<file path="config.mk">
export PLATFORM = sky130hd
export DESIGN_NAME = aging_message_slot_table
export DESIGN_NICKNAME = d
export VERILOG_FILES = /design/src/rtl/amst_pkg.sv /design/src/rtl/aging_message_slot_table.sv
export SDC_FILE = /design/constraint.sdc
export NUM_CORES = 1
export LEC_CHECK = 0
export BUFFER_PORTS_ARGS = -buffer_cell sky130_fd_sc_hd__clkbuf_2
export CORE_MARGIN = 10
export CORE_UTILIZATION = 45
export CTS_BUF_LIST = sky130_fd_sc_hd__clkbuf_16
export DETAILED_ROUTE_END_ITERATION = 8
export GPL_TIMING_DRIVEN = 1
export PLACE_DENSITY_LB_ADDON = 0.2
export SYNTH_ARGS = -nofsm -noshare
export SYNTH_HDL_FRONTEND = slang
export SYNTH_SLANG_ARGS = --single-unit
</file>
<file path="constraint.sdc">
create_clock -name clk -period 10.1 [get_ports clk]
set_input_delay 2.02 -clock clk [delete_from_list [all_inputs] [get_ports clk]]
set_output_delay 2.02 -clock clk [all_outputs]
set_load 0.02 [all_outputs]
</file>
<file path="src/rtl/amst_pkg.sv">
package amst_pkg;

	localparam int SLOTS_DEF   = 10;
	localparam int MS_PER_S    = 1000;
	localparam int TIMEOUT_RST = 5;
	localparam int LIMIT_W     = 18;

	localparam logic [1:0] OP_SHOW  = 2'd0;
	localparam logic [1:0] OP_TICK  = 2'd1;
	localparam logic [1:0] OP_CLEAR = 2'd2;
	localparam logic [1:0] OP_READ  = 2'd3;

	localparam logic [1:0] RC_NEW     = 2'd0;
	localparam logic [1:0] RC_REFRESH = 2'd1;
	localparam logic [1:0] RC_FULL    = 2'd2;
	localparam logic [1:0] RC_NONE    = 2'd3;

endpackage

</file>
<file path="src/rtl/aging_message_slot_table.sv">
// Table of message slots with aging. One word in on the s_axis side gives one word out on
// the m_axis side. The operation travels in s_axis_tuser: show stores or refreshes an id,
// tick expires entries older than the timeout and compacts the survivors toward slot 0,
// clear empties the table, and read returns one slot. The user must write the timeout in
// seconds via timeout_we and timeout_wdata only while idle; the block does not enforce it.
// Show and tick walk the slots one per cycle through a single read port of the slot memory
// and one age subtract and compare, which only tick uses.
// The block takes a new word only when the previous one is finished. A finished result
// waits in the output register while the next word is already accepted; if the receiver
// still stalls when the next result is ready, the block holds that result and stays busy.
// Reset empties the table, sets the timeout to five seconds and drops any pending result.
module aging_message_slot_table #(
	parameter int SLOTS = amst_pkg::SLOTS_DEF
) (
	input  logic        clk,
	input  logic        arst_n,
	input  logic        s_axis_tvalid,
	output logic        s_axis_tready,
	input  logic [47:0] s_axis_tdata,  // message_id[5:0], now_ms[37:6], slot_index[41:38]
	input  logic [1:0]  s_axis_tuser,  // operation[1:0]
	output logic        m_axis_tvalid,
	input  logic        m_axis_tready,
	output logic [15:0] m_axis_tdata,  // active_count[3:0], read_valid[4], read_message[10:5]
	output logic [1:0]  m_axis_tuser,  // result_code[1:0]
	input  logic        timeout_we,
	input  logic [7:0]  timeout_wdata
);

	localparam int SIDX_W = (SLOTS > 1) ? $clog2(SLOTS) : 1;
	localparam int PTR_W  = $clog2(SLOTS + 1);
	localparam int IW     = (SIDX_W > 4) ? SIDX_W : 4;
	localparam int CW     = (PTR_W > 4) ? PTR_W : 4;
	localparam int LW     = amst_pkg::LIMIT_W;

	localparam logic [2:0] ST_IDLE   = 3'd0;
	localparam logic [2:0] ST_SCAN   = 3'd1;
	localparam logic [2:0] ST_WRITE1 = 3'd2;
	localparam logic [2:0] ST_WRITE2 = 3'd3;
	localparam logic [2:0] ST_RD     = 3'd4;
	localparam logic [2:0] ST_RDWAIT = 3'd5;
	localparam logic [2:0] ST_DONE   = 3'd6;

	logic [2:0]        state_q;
	logic [LW-1:0]     limit_q;
	logic [SLOTS-1:0]  occ_q;
	logic [PTR_W-1:0]  cnt_q;
	logic [1:0]        op_q;
	logic [5:0]        id_q;
	logic [31:0]       now_q;
	logic [3:0]        idx_q;
	logic [PTR_W-1:0]  ptr_q;
	logic [PTR_W-1:0]  dst_q;
	logic              free_found_q;
	logic              match_found_q;
	logic [SIDX_W-1:0] free_idx_q;
	logic [SIDX_W-1:0] match_idx_q;
	logic [1:0]        res_code_q;
	logic              res_rvalid_q;
	logic [5:0]        res_rmsg_q;
	logic              m_valid_q;
	logic [1:0]        m_code_q;
	logic [15:0]       m_data_q;

	logic [5:0]        msg_mem [SLOTS];
	logic [31:0]       stamp_mem [SLOTS];
	logic              rd_vld_s1;
	logic [SIDX_W-1:0] proc_idx_s1;
	logic [5:0]        rd_msg_s1;
	logic [31:0]       rd_stamp_s1;

	logic              accept;
	logic              out_free;
	logic              scan_more;
	logic              rd_en;
	logic [SIDX_W-1:0] rd_addr;
	logic [IW-1:0]     idx_ext;
	logic              idx_in_range;
	logic              proc_occ;
	logic [31:0]       age;
	logic              expired;
	logic              tick_proc;
	logic              tick_keep;
	logic              show_proc;
	logic              mem_we;
	logic [SIDX_W-1:0] mem_waddr;
	logic [5:0]        mem_wmsg;
	logic [31:0]       mem_wstamp;
	logic [SIDX_W-1:0] dst_idx;
	logic [CW-1:0]     cnt_ext;

	assign s_axis_tready = (state_q == ST_IDLE);
	assign accept        = s_axis_tvalid && s_axis_tready;
	assign out_free      = !m_valid_q || m_axis_tready;
	assign scan_more     = (ptr_q < PTR_W'(SLOTS));
	assign idx_ext       = IW'(idx_q);
	assign idx_in_range  = (32'(idx_q) < SLOTS);
	assign dst_idx       = dst_q[SIDX_W-1:0];
	assign cnt_ext       = CW'(cnt_q);

	assign proc_occ  = occ_q[proc_idx_s1];
	assign age       = now_q - rd_stamp_s1;
	assign expired   = age > 32'(limit_q);
	assign tick_proc = (state_q == ST_SCAN) && (op_q == amst_pkg::OP_TICK) && rd_vld_s1
		&& proc_occ;
	assign tick_keep = tick_proc && !expired;
	assign show_proc = (state_q == ST_SCAN) && (op_q == amst_pkg::OP_SHOW) && rd_vld_s1;

	always_comb begin
		rd_en   = 1'b0;
		rd_addr = ptr_q[SIDX_W-1:0];
		if (state_q == ST_SCAN && scan_more) begin
			rd_en = 1'b1;
		end else if (state_q == ST_RD) begin
			rd_en   = 1'b1;
			rd_addr = idx_ext[SIDX_W-1:0];
		end
	end

	always_comb begin
		mem_we     = 1'b0;
		mem_waddr  = dst_idx;
		mem_wmsg   = rd_msg_s1;
		mem_wstamp = rd_stamp_s1;
		if (tick_keep) begin
			mem_we = 1'b1;
		end else if (state_q == ST_WRITE1 && free_found_q) begin
			mem_we     = 1'b1;
			mem_waddr  = free_idx_q;
			mem_wmsg   = id_q;
			mem_wstamp = now_q;
		end else if (state_q == ST_WRITE2 && match_found_q) begin
			mem_we     = 1'b1;
			mem_waddr  = match_idx_q;
			mem_wmsg   = id_q;
			mem_wstamp = now_q;
		end
	end

	always_ff @(posedge clk) begin
		if (mem_we) begin
			msg_mem[mem_waddr]   <= mem_wmsg;
			stamp_mem[mem_waddr] <= mem_wstamp;
		end
		if (rd_en) begin
			rd_msg_s1   <= msg_mem[rd_addr];
			rd_stamp_s1 <= stamp_mem[rd_addr];
			proc_idx_s1 <= rd_addr;
		end
	end

	always_ff @(posedge clk or negedge arst_n) begin
		if (!arst_n) begin
			limit_q <= LW'(amst_pkg::TIMEOUT_RST * amst_pkg::MS_PER_S);
		end else if (timeout_we) begin
			limit_q <= LW'(timeout_wdata * amst_pkg::MS_PER_S);
		end
	end

	always_ff @(posedge clk or negedge arst_n) begin
		if (!arst_n) begin
			state_q       <= ST_IDLE;
			occ_q         <= '0;
			cnt_q         <= '0;
			rd_vld_s1     <= 1'b0;
			ptr_q         <= '0;
			dst_q         <= '0;
			free_found_q  <= 1'b0;
			match_found_q <= 1'b0;
			m_valid_q     <= 1'b0;
		end else begin
			rd_vld_s1 <= rd_en;
			if (m_valid_q && m_axis_tready && !(state_q == ST_DONE && out_free)) begin
				m_valid_q <= 1'b0;
			end
			case (state_q)
				ST_IDLE: begin
					if (accept) begin
						op_q          <= s_axis_tuser;
						id_q          <= s_axis_tdata[5:0];
						now_q         <= s_axis_tdata[37:6];
						idx_q         <= s_axis_tdata[41:38];
						ptr_q         <= '0;
						dst_q         <= '0;
						free_found_q  <= 1'b0;
						match_found_q <= 1'b0;
						res_code_q    <= amst_pkg::RC_NONE;
						res_rvalid_q  <= 1'b0;
						res_rmsg_q    <= '0;
						case (s_axis_tuser)
							amst_pkg::OP_SHOW,
							amst_pkg::OP_TICK: state_q <= ST_SCAN;
							amst_pkg::OP_CLEAR: begin
								occ_q   <= '0;
								cnt_q   <= '0;
								state_q <= ST_DONE;
							end
							default: state_q <= ST_RD;
						endcase
					end
				end
				ST_SCAN: begin
					if (rd_en) begin
						ptr_q <= ptr_q + PTR_W'(1);
					end
					if (show_proc) begin
						if (proc_occ && rd_msg_s1 == id_q && !match_found_q) begin
							match_found_q <= 1'b1;
							match_idx_q   <= proc_idx_s1;
						end
						if (!proc_occ && !free_found_q && !match_found_q) begin
							free_found_q <= 1'b1;
							free_idx_q   <= proc_idx_s1;
						end
					end
					if (tick_proc) begin
						if (expired || dst_idx != proc_idx_s1) begin
							occ_q[proc_idx_s1] <= 1'b0;
						end
						if (!expired) begin
							occ_q[dst_idx] <= 1'b1;
							dst_q          <= dst_q + PTR_W'(1);
						end
					end
					if (!scan_more && !rd_vld_s1) begin
						if (op_q == amst_pkg::OP_TICK) begin
							cnt_q   <= dst_q;
							state_q <= ST_DONE;
						end else begin
							state_q <= ST_WRITE1;
						end
					end
				end
				ST_WRITE1: begin
					if (free_found_q) begin
						occ_q[free_idx_q] <= 1'b1;
						cnt_q             <= cnt_q + PTR_W'(1);
					end
					state_q <= ST_WRITE2;
				end
				ST_WRITE2: begin
					if (match_found_q) begin
						res_code_q <= amst_pkg::RC_REFRESH;
					end else if (free_found_q) begin
						res_code_q <= amst_pkg::RC_NEW;
					end else begin
						res_code_q <= amst_pkg::RC_FULL;
					end
					state_q <= ST_DONE;
				end
				ST_RD: begin
					state_q <= ST_RDWAIT;
				end
				ST_RDWAIT: begin
					if (idx_in_range && occ_q[proc_idx_s1]) begin
						res_rvalid_q <= 1'b1;
						res_rmsg_q   <= rd_msg_s1;
					end
					state_q <= ST_DONE;
				end
				ST_DONE: begin
					if (out_free) begin
						m_valid_q <= 1'b1;
						m_code_q  <= res_code_q;
						m_data_q  <= {5'd0, res_rmsg_q, res_rvalid_q, cnt_ext[3:0]};
						state_q   <= ST_IDLE;
					end
				end
				default: state_q <= ST_IDLE;
			endcase
		end
	end

	assign m_axis_tvalid = m_valid_q;
	assign m_axis_tdata  = m_data_q;
	assign m_axis_tuser  = m_code_q;

	a_idle_no_scan: assert property (@(posedge clk) disable iff (!arst_n)
		s_axis_tready |-> !rd_vld_s1)
		else $error("slot read still in flight while idle");

	a_count_bound: assert property (@(posedge clk) disable iff (!arst_n)
		cnt_q <= PTR_W'(SLOTS))
		else $error("active count exceeds the table size");

	a_done_emits: assert property (@(posedge clk) disable iff (!arst_n)
		(state_q == ST_DONE && out_free) |=> (m_axis_tvalid && s_axis_tready))
		else $error("finished result not presented");

	a_tick_compacts: assert property (@(posedge clk) disable iff (!arst_n)
		tick_keep |-> (dst_q <= PTR_W'(proc_idx_s1)))
		else $error("tick compaction writes ahead of the slot being read");

endmodule
</file>
==> run_results.csv <==
group,metric,value,unit
run_status,status,"finished clean",
synthesis,syn_area_per_cell,11.9,um^2
synthesis,yosysSeqAreaShare,0.630,
synthesis,synth_top_cell_by_area,"edfxtp_1",
sta,maxSlewHeadroom,0.105,
floorplan,die_area,66400,um^2
worst_setup_path,cpMaxStageDelayCell,"nor4_4",
routing,vias,16837,
synthesis,ys_types,79,
worst_setup_path,reg2reg_to,"stamp_mem[6][3]$_DFFE_PP_",
synthesis,yosys_warnings,0,
power,switching_share,0.377,
clocking,post_cts_resized,0,
flow_run,cap_violations,0,
clocking,htree_levels,2,
floorplan,start_util,0.452,
power,seq_power_share,0.381,
synthesis,synthTopCellsByArea,"edfxtp_1 (59%), nand2_1 (7.1%), ha_1 (4.4%)",
place,dp_hpwl,36400,um
min_path,min_path_type,"register to register",
routing,initialDrtViolationCount,1211,
synthesis,synth_edf_count,496,
cells_and_area,final_cells,2976,
routing,top_layer,"met5",
sta,min_period,6570,ps
power,p_sw,3.17,mW
worst_setup_path,crit_path_start_kind,"register",
sta,rsz0062_at_grt,"false",
synthesis,synth_ff_type,"edfxtp_1",
place,gp_congestion,0.845,
worst_setup_path,startpoint,"now_q[0]$_DFFE_PP_",
power,combPwrFrac,0.389,
routing,routed_via_density,5.66,
sta,fin_ws,3530,ps
synthesis,syn_area,25400,um^2
cells_and_area,insertedDiodeCount,0,
clocking,clock_latency,610,ps
min_path,min_from,"res_rmsg_q[2]$_SDFFCE_PN0P_",
grt,grt_pass1_wl,96400,um
grt,track_usage,0.185,
clocking,cts.sinks,540,
sta,hold-worst-slack,420,ps
cells_and_area,final_nets,2355,
synthesis,synthesis.instances,2142,
routing,dr_wl_met3,4680,um
sta,maxClockFrequency,152,MHz
worst_setup_path,cp_data_arrival_time,6800,ps
cells_and_area,postLayoutCellArea,28200,um^2
sta,finalSetupViolCount,0,
clocking,clock_path_buffers,3,
grt,overflow,0,
synthesis,synth_seq_cells,540,
clocking,cts_setup_buffers,0,
worst_setup_path,worstPathCellList,"inv_1 > ha_1 > fa_1 > nand2b_1 > a21oi_1 > o21a_1 > o21ai_0 > nand2b_1 > a21oi_1 > o21bai_1 > xor2_1 > ha_1 > and3_1 > a221oi_1 > o21ai_0 > a211o_1 > a211o_1 > o21bai_1 > nand4b_1 > nor4_4 > nor2_2 > nor3_2 > buf_4",
worst_setup_path,required,10330,ps
power,finalPower,8.40,mW
place,post_dp_cell_area,26500,um^2
synthesis,netlist.area_leader.share,0.586,
worst_setup_path,r2r_start,"now_q[0]$_DFFE_PP_",
cells_and_area,drive_gt1_frac,0.102,
worst_setup_path,crit_path_end_kind,"register",
routing,wl_met1,26800,um
routing,wl,62400,um
power,irDropWorstVdd,167,uV
floorplan,io_pins,83,
power,power.share.clock,0.230,
routing,drt_pass1_iterations,5,
routing,drc,0,
cells_and_area,area_growth,11.2,%
synthesis,yosysMostFrequentCell,"edfxtp_1",
routing,wire_per_inst,21.0,um
clocking,cts_hold_buf,0,
routing,wl_met2,29400,um
floorplan,chipHeight,258,um
cells_and_area,num-fill-cells,4953,
clocking,cts_made_buffers,54,
floorplan,row_count,87,
grt,antenna_found_initial,1,
routing,antenna_left,0,
clocking,cts.clk_slew.worst_paths,60,ps
grt,grt_max_degree,115,
grt,grt_pass1_vias,16553,
power,power_density,297,nW/um^2
sta,hold_viol,0,
floorplan,fp.coreArea,56200,um^2
place,post-place-ws,3570,ps
worst_setup_path,rrSetupSlack,3530,ps
sta,post-route-period-util,0.650,
power,leakagePower,10.5,nW
clocking,cts_tree,"yes",
worst_setup_path,rr_worst_depth,23,
sta,report.final.slew_viol_count,0,
worst_setup_path,path_class,"register to register",
sta,worst_slew_pin_slew,1330,ps
sta,finalSetupTns,0,ps
floorplan,die_w,258,um
clocking,cts_root_buffer,"clkbuf_16",
place,dp_cells,2878,
power,internal_power,5.23,mW
place,portBuffers,71,
synthesis,ys_async_sr_fraction,0.0815,
cells_and_area,final_util,0.503,
worst_setup_path,slowest_delay,650,ps
worst_setup_path,worstPathMaxFanout,38,
worst_setup_path,crit_end,"stamp_mem[6][3]$_DFFE_PP_",
synthesis,synth_top_cells_by_count,"edfxtp_1 (496), nand2_1 (481), nand3_1 (104)",
sta,skew,12.3,ps
## layout make-up
| cell class | instances | area, um^2 | area share |
|---|---|---|---|
| flip-flops and latches | 540 | 16000 | 0.567 |
| multi-input cells | 1401 | 8700 | 0.308 |
| clock buffers | 54 | 1350 | 0.0479 |
| well taps | 756 | 946 | 0.0335 |
| repair buffers | 100 | 586 | 0.0207 |
| clock inverters | 42 | 338 | 0.0120 |
| inverters | 83 | 315 | 0.0112 |
## power groups by stage
stage / combinational (mW) / sequential [mW] / clock, mW
after floorplan: 2.35 / 3.15 / 0
after global placement: 3.18 / 3.24 / 0
after detailed placement: 3.25 / 3.25 / 0
after CTS: 3.27 / 3.20 / 1.98
after global routing: 3.65 / 3.22 / 2.06
final: 3.26 / 3.20 / 1.93
## critical path: cells and delay by family (launching register included)
family | cells | cell delay [ps]
buf+inv | 2 | 700
compound gates | 10 | 1990
flops | 1 | 390
fa+ha+maj | 3 | 920
xor+xnor | 1 | 190
simple gates | 7 | 1930
## metal layers
| layer | up-vias | track usage |
|---|---|---|
| li1 | 7900 | - |
| met1 | 8292 | 0.251 |
| met2 | 549 | 0.301 |
| met3 | 94 | 0.0327 |
| met4 | 2 | 0.0531 |
| met5 | - | 0 |
## placed cells by master, fill, tap and decap left out, drive strengths merged, types with 11 or more instances in the layout
cell / netlist / final
a21oi: 93 / 93
a311oi: 38 / 38
a31oi: 44 / 44
and3: 89 / 89
buf: 30 / 27
clkbuf: 92 / 127
clkinv: 0 / 24
dfrtp: 39 / 39
edfxtp: 496 / 496
fa: 23 / 23
ha: 89 / 89
inv: 83 / 96
mux2i: 17 / 17
nand2: 481 / 481
nand2b: 18 / 18
nand3: 104 / 104
nand4: 11 / 11
nor2: 44 / 44
nor2b: 12 / 12
nor3: 26 / 26
o211ai: 21 / 21
o21a: 14 / 14
o21ai: 92 / 92
o21bai: 11 / 11
xnor2: 18 / 18
xor2: 24 / 24
## kinds of logic after synthesis
logic type / share of synthesized area
compound gates: 0.0970
fa+ha+maj: 0.0620
simple gates: 0.151
flops: 0.630
other cells: 0.000148
xor+xnor: 0.0145
mux: 0.0129
buf+inv: 0.0326
## flip-flops by register name, indices dropped and copies added (netlist names), 3 cells and up
register,cells
stamp_mem,320
msg_mem,60
now_q,32
rd_stamp_s1,32
limit_q,15
m_axis_tdata,11
occ_q,10
id_q,6
rd_msg_s1,6
res_rmsg_q,6
cnt_ext,4
dst_idx,4
free_idx_q,4
idx_ext,4
match_idx_q,4
proc_idx_s1,4
ptr_q,4
state_q,3
## worst min path at each step
stage / end / slack, ps / cells past startpoint
detailed placement: m_axis_tdata[4]$_DFFE_PP_ / 410 / 0
CTS: m_axis_tdata[4]$_DFFE_PP_ / 420 / 0
global route: m_axis_tdata[5]$_DFFE_PP_ / 430 / 0
floorplan: m_axis_tdata[10]$_DFFE_PP_ / 400 / 0
finish: m_axis_tdata[7]$_DFFE_PP_ / 420 / 0
global placement: m_axis_tdata[4]$_DFFE_PP_ / 400 / 0
No activity file was read; power rests on OpenSTA's default activity.
